<file path="src/design/sfs_pkg.sv">
// Shared types, widths and command codes for the sprite frame sequencer.
`timescale 1ns / 1ps
package sfs_pkg;

  localparam int MAX_FRAMES_DEF = 64;

  localparam int CMD_W   = 4;
  localparam int POS_W   = 6;
  localparam int POS_N   = 64;
  localparam int IMG_W   = 16;
  localparam int CNT_W   = 7;
  localparam int DLY_W   = 8;
  localparam int CFG_A_W = 2;
  localparam int CFG_D_W = 8;
  localparam int IN_W    = 40;
  localparam int OUT_W   = 32;

  localparam logic [CMD_W-1:0] CMD_TICK     = 4'd0;
  localparam logic [CMD_W-1:0] CMD_PLAY     = 4'd1;
  localparam logic [CMD_W-1:0] CMD_PAUSE    = 4'd2;
  localparam logic [CMD_W-1:0] CMD_RESUME   = 4'd3;
  localparam logic [CMD_W-1:0] CMD_STOP     = 4'd4;
  localparam logic [CMD_W-1:0] CMD_NEXT     = 4'd5;
  localparam logic [CMD_W-1:0] CMD_PREV     = 4'd6;
  localparam logic [CMD_W-1:0] CMD_SET_POS  = 4'd7;
  localparam logic [CMD_W-1:0] CMD_SET_CD   = 4'd8;
  localparam logic [CMD_W-1:0] CMD_WR_TABLE = 4'd9;

  localparam logic [CFG_A_W-1:0] REG_FRAME_COUNT   = 2'd0;
  localparam logic [CFG_A_W-1:0] REG_LOOP_ENABLE   = 2'd1;
  localparam logic [CFG_A_W-1:0] REG_FRAME_DELAY   = 2'd2;
  localparam logic [CFG_A_W-1:0] REG_DURATION_STEP = 2'd3;

  typedef struct packed {
    logic             tick_adv;
    logic             set_chg;
    logic [POS_W-1:0] pos;
    logic             loaded;
    logic             playing;
    logic             done;
  } ctrl_res_t;

endpackage

</file>
<file path="src/design/sfs_ctrl.sv">
// Playback control state: frame position, countdown, play and load flags.
`timescale 1ns / 1ps
module sfs_ctrl #(
  parameter int MAX_FRAMES = sfs_pkg::MAX_FRAMES_DEF
) (
  input  logic                        clk,
  input  logic                        rst_n,
  input  logic                        go,
  input  logic [sfs_pkg::CMD_W-1:0]   cmd,
  input  logic [sfs_pkg::POS_W-1:0]   fnum,
  input  logic [sfs_pkg::DLY_W-1:0]   cval,
  input  logic [sfs_pkg::CNT_W-1:0]   frame_count,
  input  logic                        loop_enable,
  input  logic [sfs_pkg::DLY_W-1:0]   frame_delay,
  input  logic [sfs_pkg::DLY_W-1:0]   duration_step,
  output sfs_pkg::ctrl_res_t          res,
  output logic [sfs_pkg::POS_W-1:0]   pos_prev
);
  import sfs_pkg::*;

  localparam int LIM_I = (MAX_FRAMES < POS_N) ? MAX_FRAMES : POS_N;
  localparam logic [CNT_W-1:0] LIM = CNT_W'(LIM_I);

  logic             playing_r, playing_nxt;
  logic             loaded_r, loaded_nxt;
  logic [POS_W-1:0] pos_r, pos_nxt;
  logic [DLY_W-1:0] cd_r, cd_nxt;

  logic [CNT_W-1:0] n, nm1, pos7, step7;
  logic [DLY_W-1:0] cd_dec, reload_val;
  logic             tick_adv, set_chg, done;

  always_comb begin
    if (frame_count == '0) n = CNT_W'(1);
    else if (frame_count > LIM) n = LIM;
    else n = frame_count;
    nm1        = n - CNT_W'(1);
    pos7       = {1'b0, pos_r};
    step7      = pos7 + CNT_W'(1);
    cd_dec     = (cd_r > duration_step) ? cd_r - duration_step : '0;
    reload_val = (frame_delay == '0) ? DLY_W'(1) : frame_delay;
  end

  always_comb begin
    playing_nxt = playing_r;
    loaded_nxt  = loaded_r;
    pos_nxt     = pos_r;
    cd_nxt      = cd_r;
    tick_adv    = 1'b0;
    set_chg     = 1'b0;
    done        = 1'b0;
    case (cmd)
      CMD_TICK: begin
        if (playing_r && loaded_r) begin
          if (cd_dec == '0) begin
            tick_adv = 1'b1;
            cd_nxt   = reload_val;
            if (step7 >= n) begin
              done = 1'b1;
              if (loop_enable) begin
                pos_nxt = '0;
              end else begin
                playing_nxt = 1'b0;
                pos_nxt     = nm1[POS_W-1:0];
              end
            end else begin
              pos_nxt = step7[POS_W-1:0];
            end
          end else begin
            cd_nxt = cd_dec;
          end
        end
      end
      CMD_PLAY: begin
        loaded_nxt  = 1'b1;
        pos_nxt     = '0;
        cd_nxt      = reload_val;
        playing_nxt = 1'b1;
      end
      CMD_PAUSE: begin
        playing_nxt = 1'b0;
      end
      CMD_RESUME: begin
        playing_nxt = 1'b1;
      end
      CMD_STOP: begin
        loaded_nxt  = 1'b0;
        playing_nxt = 1'b0;
        pos_nxt     = '0;
      end
      CMD_NEXT: begin
        if (loaded_r) begin
          if (pos7 < nm1) pos_nxt = step7[POS_W-1:0];
          else if (loop_enable) pos_nxt = '0;
          else done = 1'b1;
        end
      end
      CMD_PREV: begin
        if (loaded_r) begin
          if (pos_r != '0) pos_nxt = pos_r - POS_W'(1);
          else if (loop_enable) pos_nxt = nm1[POS_W-1:0];
          else done = 1'b1;
        end
      end
      CMD_SET_POS: begin
        if (loaded_r) begin
          set_chg = (pos_r != fnum);
          pos_nxt = fnum;
        end
      end
      CMD_SET_CD: begin
        cd_nxt = cval;
      end
      default: begin
      end
    endcase
  end

  always_ff @(posedge clk) begin
    if (!rst_n) begin
      playing_r <= 1'b0;
      loaded_r  <= 1'b0;
      pos_r     <= '0;
      cd_r      <= '0;
    end else if (go) begin
      playing_r <= playing_nxt;
      loaded_r  <= loaded_nxt;
      pos_r     <= pos_nxt;
      cd_r      <= cd_nxt;
    end
  end

  always_comb begin
    res.tick_adv = tick_adv;
    res.set_chg  = set_chg;
    res.pos      = pos_nxt;
    res.loaded   = loaded_nxt;
    res.playing  = playing_nxt;
    res.done     = done;
    pos_prev     = pos_r;
  end

`ifndef ASSERT_OFF
  a_tick_in_range: assert property (@(posedge clk) disable iff (!rst_n)
    (go && tick_adv) |-> ({1'b0, pos_nxt} < n))
    else $error("tick advance left frame position outside the frame count");
  a_stop_clears: assert property (@(posedge clk) disable iff (!rst_n)
    (go && cmd == CMD_STOP) |=> (!loaded_r && !playing_r && pos_r == '0))
    else $error("stop did not clear playback state");
  a_tick_reload: assert property (@(posedge clk) disable iff (!rst_n)
    (go && tick_adv) |=> (cd_r != '0))
    else $error("countdown reloaded to zero on frame advance");
`endif

endmodule

</file>
<file path="src/design/sfs_table.sv">
// Frame image table: one write port, two registered read ports.
`timescale 1ns / 1ps
module sfs_table #(
  parameter int MAX_FRAMES = sfs_pkg::MAX_FRAMES_DEF
) (
  input  logic                        clk,
  input  logic                        rd_en,
  input  logic                        we,
  input  logic [sfs_pkg::POS_W-1:0]   waddr,
  input  logic [sfs_pkg::IMG_W-1:0]   wdata,
  input  logic [sfs_pkg::POS_W-1:0]   raddr_a,
  input  logic [sfs_pkg::POS_W-1:0]   raddr_b,
  output logic [sfs_pkg::IMG_W-1:0]   rdata_a,
  output logic [sfs_pkg::IMG_W-1:0]   rdata_b
);
  import sfs_pkg::*;

  localparam int SLOT_W = $clog2(MAX_FRAMES);

  logic [IMG_W-1:0]  mem [MAX_FRAMES];
  logic [SLOT_W-1:0] slot_lut [POS_N];
  logic [SLOT_W-1:0] wslot, aslot, bslot;
  logic [IMG_W-1:0]  rdata_a_r, rdata_b_r;

  // frame position to table slot, position modulo table depth
  for (genvar g = 0; g < POS_N; g++) begin : g_slot
    assign slot_lut[g] = SLOT_W'(g % MAX_FRAMES);
  end

  assign wslot = slot_lut[waddr];
  assign aslot = slot_lut[raddr_a];
  assign bslot = slot_lut[raddr_b];

  always_ff @(posedge clk) begin
    if (we) begin
      mem[wslot] <= wdata;
    end
    if (rd_en) begin
      // write-then-read order on the same request for port a; port b reads the old entry
      rdata_a_r <= (we && wslot == aslot) ? wdata : mem[aslot];
      rdata_b_r <= mem[bslot];
    end
  end

  assign rdata_a = rdata_a_r;
  assign rdata_b = rdata_b_r;

endmodule

</file>
<file path="src/design/sfs_out.sv">
// Result stage: image compare, last image tracking and output register.
`timescale 1ns / 1ps
module sfs_out (
  input  logic                        clk,
  input  logic                        rst_n,
  input  logic                        a_go,
  input  logic                        b_go,
  input  sfs_pkg::ctrl_res_t          res,
  input  logic [sfs_pkg::IMG_W-1:0]   img_new,
  input  logic [sfs_pkg::IMG_W-1:0]   img_prev,
  output logic                        frame_changed,
  output logic [sfs_pkg::POS_W-1:0]   current_frame,
  output logic [sfs_pkg::IMG_W-1:0]   image_index,
  output logic                        is_playing,
  output logic                        completed
);
  import sfs_pkg::*;

  ctrl_res_t        mid_r;
  logic [IMG_W-1:0] last_img_r, last_img_nxt;
  logic             chg_nxt;
  logic [IMG_W-1:0] img_nxt;

  logic             chg_r, play_r, done_r;
  logic [POS_W-1:0] pos_r;
  logic [IMG_W-1:0] img_r;

  always_ff @(posedge clk) begin
    if (a_go) begin
      mid_r <= res;
    end
  end

  always_comb begin
    if (mid_r.tick_adv) begin
      chg_nxt      = (last_img_r != img_new) || (img_new != img_prev);
      last_img_nxt = img_new;
    end else begin
      chg_nxt      = mid_r.set_chg;
      last_img_nxt = last_img_r;
    end
    img_nxt = mid_r.loaded ? img_new : '0;
  end

  always_ff @(posedge clk) begin
    if (!rst_n) begin
      last_img_r <= '1;
    end else if (b_go) begin
      last_img_r <= last_img_nxt;
    end
  end

  always_ff @(posedge clk) begin
    if (b_go) begin
      chg_r  <= chg_nxt;
      pos_r  <= mid_r.pos;
      img_r  <= img_nxt;
      play_r <= mid_r.playing;
      done_r <= mid_r.done;
    end
  end

  assign frame_changed = chg_r;
  assign current_frame = pos_r;
  assign image_index   = img_r;
  assign is_playing    = play_r;
  assign completed     = done_r;

endmodule

</file>
<file path="src/design/sprite_frame_sequencer_core.sv">
// Top level of the sprite frame sequencer: request stream in, status stream out.
`timescale 1ns / 1ps
// Takes one command request per cycle while the output is not stalled and
// returns one result for each, in order, after it passes the input register, the
// table read register and the result register. The frame table is a memory
// with one write port and two registered read ports: the control state is
// updated while the table is read at the new and previous frame positions,
// and the image compare follows in the next stage. Table entries that were
// never written read back undefined. Configuration writes are always accepted
// and belong only to idle periods.
module sprite_frame_sequencer_core #(
  parameter int MAX_FRAMES = sfs_pkg::MAX_FRAMES_DEF
) (
  input  logic                          clk,
  input  logic                          rst_n,
  input  logic                          in_tvalid,
  output logic                          in_tready,
  // command[3:0], frame_number[9:4], table_value[25:10], countdown_value[33:26]
  input  logic [sfs_pkg::IN_W-1:0]      in_tdata,
  output logic                          out_tvalid,
  input  logic                          out_tready,
  // frame_changed[0], current_frame[6:1], image_index[22:7], is_playing[23],
  // completed[24]
  output logic [sfs_pkg::OUT_W-1:0]     out_tdata,
  input  logic                          cfg_valid,
  output logic                          cfg_ready,
  input  logic [sfs_pkg::CFG_A_W-1:0]   cfg_index,
  input  logic [sfs_pkg::CFG_D_W-1:0]   cfg_data
);
  import sfs_pkg::*;

  logic a_valid_r, b_valid_r, out_valid_r;
  logic a_go, b_go;

  logic [CMD_W-1:0] cmd_r;
  logic [POS_W-1:0] fnum_r;
  logic [IMG_W-1:0] tval_r;
  logic [DLY_W-1:0] cval_r;

  logic [CNT_W-1:0] frame_count_r;
  logic             loop_enable_r;
  logic [DLY_W-1:0] frame_delay_r;
  logic [DLY_W-1:0] duration_step_r;

  ctrl_res_t        res;
  logic [POS_W-1:0] pos_prev;
  logic [IMG_W-1:0] img_new, img_prev;

  logic             frame_changed, is_playing, completed;
  logic [POS_W-1:0] current_frame;
  logic [IMG_W-1:0] image_index;

  assign b_go      = b_valid_r && (!out_valid_r || out_tready);
  assign a_go      = a_valid_r && (!b_valid_r || b_go);
  assign in_tready = !a_valid_r || a_go;
  assign cfg_ready = 1'b1;

  always_ff @(posedge clk) begin
    if (!rst_n) begin
      a_valid_r   <= 1'b0;
      b_valid_r   <= 1'b0;
      out_valid_r <= 1'b0;
    end else begin
      if (in_tready) a_valid_r <= in_tvalid;
      if (!b_valid_r || b_go) b_valid_r <= a_go;
      if (!out_valid_r || out_tready) out_valid_r <= b_go;
    end
  end

  always_ff @(posedge clk) begin
    if (in_tvalid && in_tready) begin
      cmd_r  <= in_tdata[3:0];
      fnum_r <= in_tdata[9:4];
      tval_r <= in_tdata[25:10];
      cval_r <= in_tdata[33:26];
    end
  end

  always_ff @(posedge clk) begin
    if (!rst_n) begin
      frame_count_r   <= CNT_W'(1);
      loop_enable_r   <= 1'b0;
      frame_delay_r   <= DLY_W'(1);
      duration_step_r <= DLY_W'(1);
    end else if (cfg_valid && cfg_ready) begin
      case (cfg_index)
        REG_FRAME_COUNT:   frame_count_r   <= cfg_data[CNT_W-1:0];
        REG_LOOP_ENABLE:   loop_enable_r   <= cfg_data[0];
        REG_FRAME_DELAY:   frame_delay_r   <= cfg_data;
        REG_DURATION_STEP: duration_step_r <= cfg_data;
        default: begin
        end
      endcase
    end
  end

  sfs_ctrl #(
    .MAX_FRAMES (MAX_FRAMES)
  ) u_ctrl (
    .clk           (clk),
    .rst_n         (rst_n),
    .go            (a_go),
    .cmd           (cmd_r),
    .fnum          (fnum_r),
    .cval          (cval_r),
    .frame_count   (frame_count_r),
    .loop_enable   (loop_enable_r),
    .frame_delay   (frame_delay_r),
    .duration_step (duration_step_r),
    .res           (res),
    .pos_prev      (pos_prev)
  );

  sfs_table #(
    .MAX_FRAMES (MAX_FRAMES)
  ) u_table (
    .clk     (clk),
    .rd_en   (a_go),
    .we      (a_go && cmd_r == CMD_WR_TABLE),
    .waddr   (fnum_r),
    .wdata   (tval_r),
    .raddr_a (res.pos),
    .raddr_b (pos_prev),
    .rdata_a (img_new),
    .rdata_b (img_prev)
  );

  sfs_out u_out (
    .clk           (clk),
    .rst_n         (rst_n),
    .a_go          (a_go),
    .b_go          (b_go),
    .res           (res),
    .img_new       (img_new),
    .img_prev      (img_prev),
    .frame_changed (frame_changed),
    .current_frame (current_frame),
    .image_index   (image_index),
    .is_playing    (is_playing),
    .completed     (completed)
  );

  assign out_tvalid = out_valid_r;
  assign out_tdata  = {7'd0, completed, is_playing, image_index, current_frame, frame_changed};

`ifndef ASSERT_OFF
  a_accept_fills: assert property (@(posedge clk) disable iff (!rst_n)
    (in_tvalid && in_tready) |=> a_valid_r)
    else $error("accepted request not held in input stage");
  a_mid_held: assert property (@(posedge clk) disable iff (!rst_n)
    (b_valid_r && !b_go) |=> b_valid_r)
    else $error("stalled table stage request dropped");
  a_stage_advance: assert property (@(posedge clk) disable iff (!rst_n)
    a_go |=> b_valid_r)
    else $error("input stage advanced into nothing");
`endif

endmodule

</file>
<file path="config.mk">
export PLATFORM = sky130hd
export DESIGN_NAME = sprite_frame_sequencer_core
export DESIGN_NICKNAME = d
export VERILOG_FILES = /design/src/design/sfs_pkg.sv /design/src/design/sfs_ctrl.sv /design/src/design/sfs_table.sv /design/src/design/sfs_out.sv /design/src/design/sprite_frame_sequencer_core.sv
export SDC_FILE = /design/constraint.sdc
export NUM_CORES = 2
export LEC_CHECK = 0
export ABC_AREA = 0
export ABC_CLOCK_PERIOD_IN_PS = 6400
export BUFFER_PORTS_ARGS = -buffer_cell sky130_fd_sc_hd__buf_2
export CAP_MARGIN = 20
export CELL_PAD_IN_SITES_DETAIL_PLACEMENT = 1
export CELL_PAD_IN_SITES_GLOBAL_PLACEMENT = 2
export CORE_UTILIZATION = 42
export DETAILED_ROUTE_END_ITERATION = 10
export HOLD_SLACK_MARGIN = 0.02
export PLACE_DENSITY_LB_ADDON = 0.1
export SYNTH_ARGS = -nofsm -noshare
export SYNTH_HDL_FRONTEND = slang
export SYNTH_SLANG_ARGS = --single-unit
export TNS_END_PERCENT = 100
</file>
<file path="constraint.sdc">
create_clock -name clk -period 6.4 [get_ports clk]
set_input_delay 0 -clock clk [delete_from_list [all_inputs] [get_ports clk]]
set_output_delay 0 -clock clk [all_outputs]
set_load 0.1 [all_outputs]
</file>
==> impl_metrics.csv <==
group,metric,value,unit
global_routing,grt_pass1_wl,299000,um
placement,place_hpwl,129000,um
final_layout,fin_nets,4229,
synth,yosys_warnings,0,
sta,post-route-min-period,6250,ps
cts,path_clk_slew,60,ps
worst_setup_path,cp_common_cell,"buf_4",
drt,drcViolationCount,10,
power_and_ir_drop,total_power,19.0,mW
final_layout,synthToLayoutAreaGrowth,16.8,%
sta,layout_worst_path_cycle_share,97.6,%
sta,final_hold_viol_count,0,
floorplanning,die_area,136000,um2
worst_setup_path,critPathLaunch,"frame_count_r[2]",
worst_setup_path,r2r_setup_slack,150,ps
drt,vias_per_cell,6.48,
worst_setup_path,r2r_start,"frame_count_r[2]",
cts,cts_buffers,138,
floorplanning,fp.dieW,369,um
synth,ys_ff_latch,1185,
drt,vias,39000,
final_layout,final_area,66200,um2
synth,async_reset_ff_share,0,%
final_layout,final_cell_mix,"edfxtp_1, nand2_1, mux4_2, mux2i_1, buf_4",
synth,synth_cell_types,97,
worst_setup_path,cp_slowest_cell,"or4_4",
floorplanning,die_y,369,um
placement,portBuffers,75,
placement,placed_cells,5660,
sta,fin_skew,24.7,ps
power_and_ir_drop,ir_drop,0.292,mV
worst_hold_path,hp-class,"primary input to flop",
cts,cts_max_path_buffers,3,
final_layout,n_fill_cell,12800,
cts,cts_sinks,1185,
drt,dr.pass1.iters,9,
outcome,status,"finished, violations left",
synth,ys.flop_type,"edfxtp_1",
synth,synth_edf_count,1126,
sta,drv_slew,0,
synth,netlist_area,56700,um2
synth,seq_area_frac_synth,61.8,%
sta,setup-violations-final,0,
global_routing,gr-total-overflow,0,
worst_setup_path,crit_path_start_kind,"flop",
global_routing,track_usage,31.0,%
synth,avgSynthCellArea,14.6,um2
worst_setup_path,cpPeakStageDelay,510,ps
worst_setup_path,timing.rr.end,"u_table.rdata_a[10]",
global_routing,antenna_found_initial,13,
final_layout,fin_util,49.5,%
floorplanning,io_pins,90,
cts,clockRootBuffer,"clkbuf_16",
global_routing,grt_pass1_vias,40000,
worst_setup_path,worstPathMaxFanout,8,
job,cap_violations,0,
drt,ant_nets,0,
drt,drt_iter0_drc,4591,
power_and_ir_drop,power.leakage,21.8,nW
worst_setup_path,end_kind,"flop",
final_layout,layout-drive-gt1-share,23.4,%
placement,place.gp.congestion,0.906,
cts,htreeDepth,4,
floorplanning,initial_core_util,42.4,%
final_layout,area.sequential,35000,um2
sta,tightest_slew,1170,ps
synth,syn_inst,3878,
sta,fmax,160,MHz
worst_hold_path,hold_start,"cfg_data[1]",
cts,cts_tree,"built",
global_routing,grt_max_degree,144,
final_layout,diodes,0,
drt,wl,212000,um
final_layout,stdcell_count,6017,
final_layout,multi_input_area,20600,um2
sta,setup_tns,0,ps
final_layout,final_common_cell,"edfxtp_1",
floorplanning,num_rows,134,
cts,clkLatencyLatePin,790,ps
sta,hold_ws,79.3,ps
drt,routedWlPerCell,35.2,um
worst_setup_path,crit_arrival,6780,ps
floorplanning,coreArea,134000,um2
placement,place_ws,-341,ps
power_and_ir_drop,p_per_area,287,nW/um2
sta,relSlewSlack,21.9,%
worst_setup_path,worstPathRequired,6930,ps
worst_setup_path,ff2ff_path_depth,26,
outcome,violations,"DRC",
worst_hold_path,min_delay_path_depth,4,
worst_hold_path,hold_end,"frame_delay_r[1]",
sta,setup_slack,152,ps
worst_setup_path,worstSetupPathType,"flop to flop",
placement,placed_area,60600,um2
==> critical path, delay by kind of cell, from the launching register on <==
family / cells / cell delay, ps
AOI/OAI and AO/OA: 8 / 1610
and+or+nand+nor: 10 / 2290
buffers and inverters: 6 / 1200
adders and majority gates: 2 / 570
DFF: 1 / 300
==> kinds of logic after synthesis <==
family	after synthesis	synth area share [%]
mux	560	17.3
fa+ha+maj	26	0.587
buf+inv	342	2.62
compound gates	653	8.46
other cells	2	0.0133
simple gates	1089	8.90
flops	1185	61.8
xor+xnor	21	0.325
==> power by group <==
part	switching (mW)	internal [mW]	total, mW
sequential	0.0941	8.62	8.71
clock	3.20	4.51	7.71
combinational	1.65	0.917	2.57
==> Yosys cell counts, types with 33 or more instances <==
cell | n | share of area [%]
nor2_1 | 129 | 0.85
clkbuf_1 | 174 | 1.2
nand2_1 | 519 | 3.4
o32ai_1 | 58 | 0.90
edfxtp_1 | 1126 | 60
mux4_2 | 336 | 13
a22oi_1 | 34 | 0.45
a21oi_1 | 66 | 0.58
nor3_1 | 33 | 0.29
dfxtp_1 | 59 | 2.1
o21ai_0 | 98 | 0.87
mux2i_1 | 223 | 3.9
a32oi_1 | 61 | 0.94
and3_1 | 49 | 0.54
nand3_1 | 201 | 1.8
buf_2 | 60 | 0.53
buf_1 | 51 | 0.34
a31oi_1 | 45 | 0.50
a211oi_1 | 104 | 1.4
==> metal layers <==
metal  vias to the layer above  share of wire, %  track usage (%)  wire length [um]
met1                     20600                40             41.5             85700
met4                         6               4.3             12.5              9030
met5                         -             0.025                0                53
li1                      16200                 -                -                 -
met3                       413               8.7             6.60             18300
met2                      1813                47             49.1             98500
==> timing repair <==
action / CTS / global route
pin swaps: 4 / 4
hold buffers: 96 / 0
gates resized for setup: 5 / 9
setup buffers: 6 / 8
setup endpoints to repair: 5 / 10
hold endpoints to repair: 126 / 0
gates cloned: 0 / 2
==> how the worst max path moves through the flow <==
stage,endpoint,cells past startpoint
after floorplan,u_table.rdata_a[10],22
final,u_table.rdata_a[10],26
after global routing,u_table.rdata_a[0],26
after CTS,u_table.rdata_a[9],24
after detailed placement,u_table.rdata_a[3],22
after global placement,u_table.rdata_a[3],22
==> state kept, by name (all words and copies together) (netlist names), 4 cells and up <==
signal and count:
u_table.mem 1024, u_table.rdata_b 16, u_out.image_index 16, frame_delay_r 8, u_out.last_img_r 16, u_ctrl.cd_r 8
u_out.mid_r 11, fnum_r 6, u_out.current_frame 6, tval_r 16, u_ctrl.pos_prev 6, frame_count_r 7
u_table.rdata_a 16, cmd_r 4, duration_step_r 8, cval_r 8
==> cell type report <==
| cell class | count | area share (%) |
|---|---|---|
| clock buffers | 178 | 5.71 |
| repair buffers | 436 | 5.82 |
| well taps | 1768 | 3.34 |
| multi-input cells | 2357 | 31.2 |
| clock inverters | 63 | 0.830 |
| inverters | 29 | 0.191 |
| flip-flops and latches | 1185 | 52.9 |
| repair inverters | 1 | 0.0132 |
Note: power is estimated with default switching activity, not from simulation.
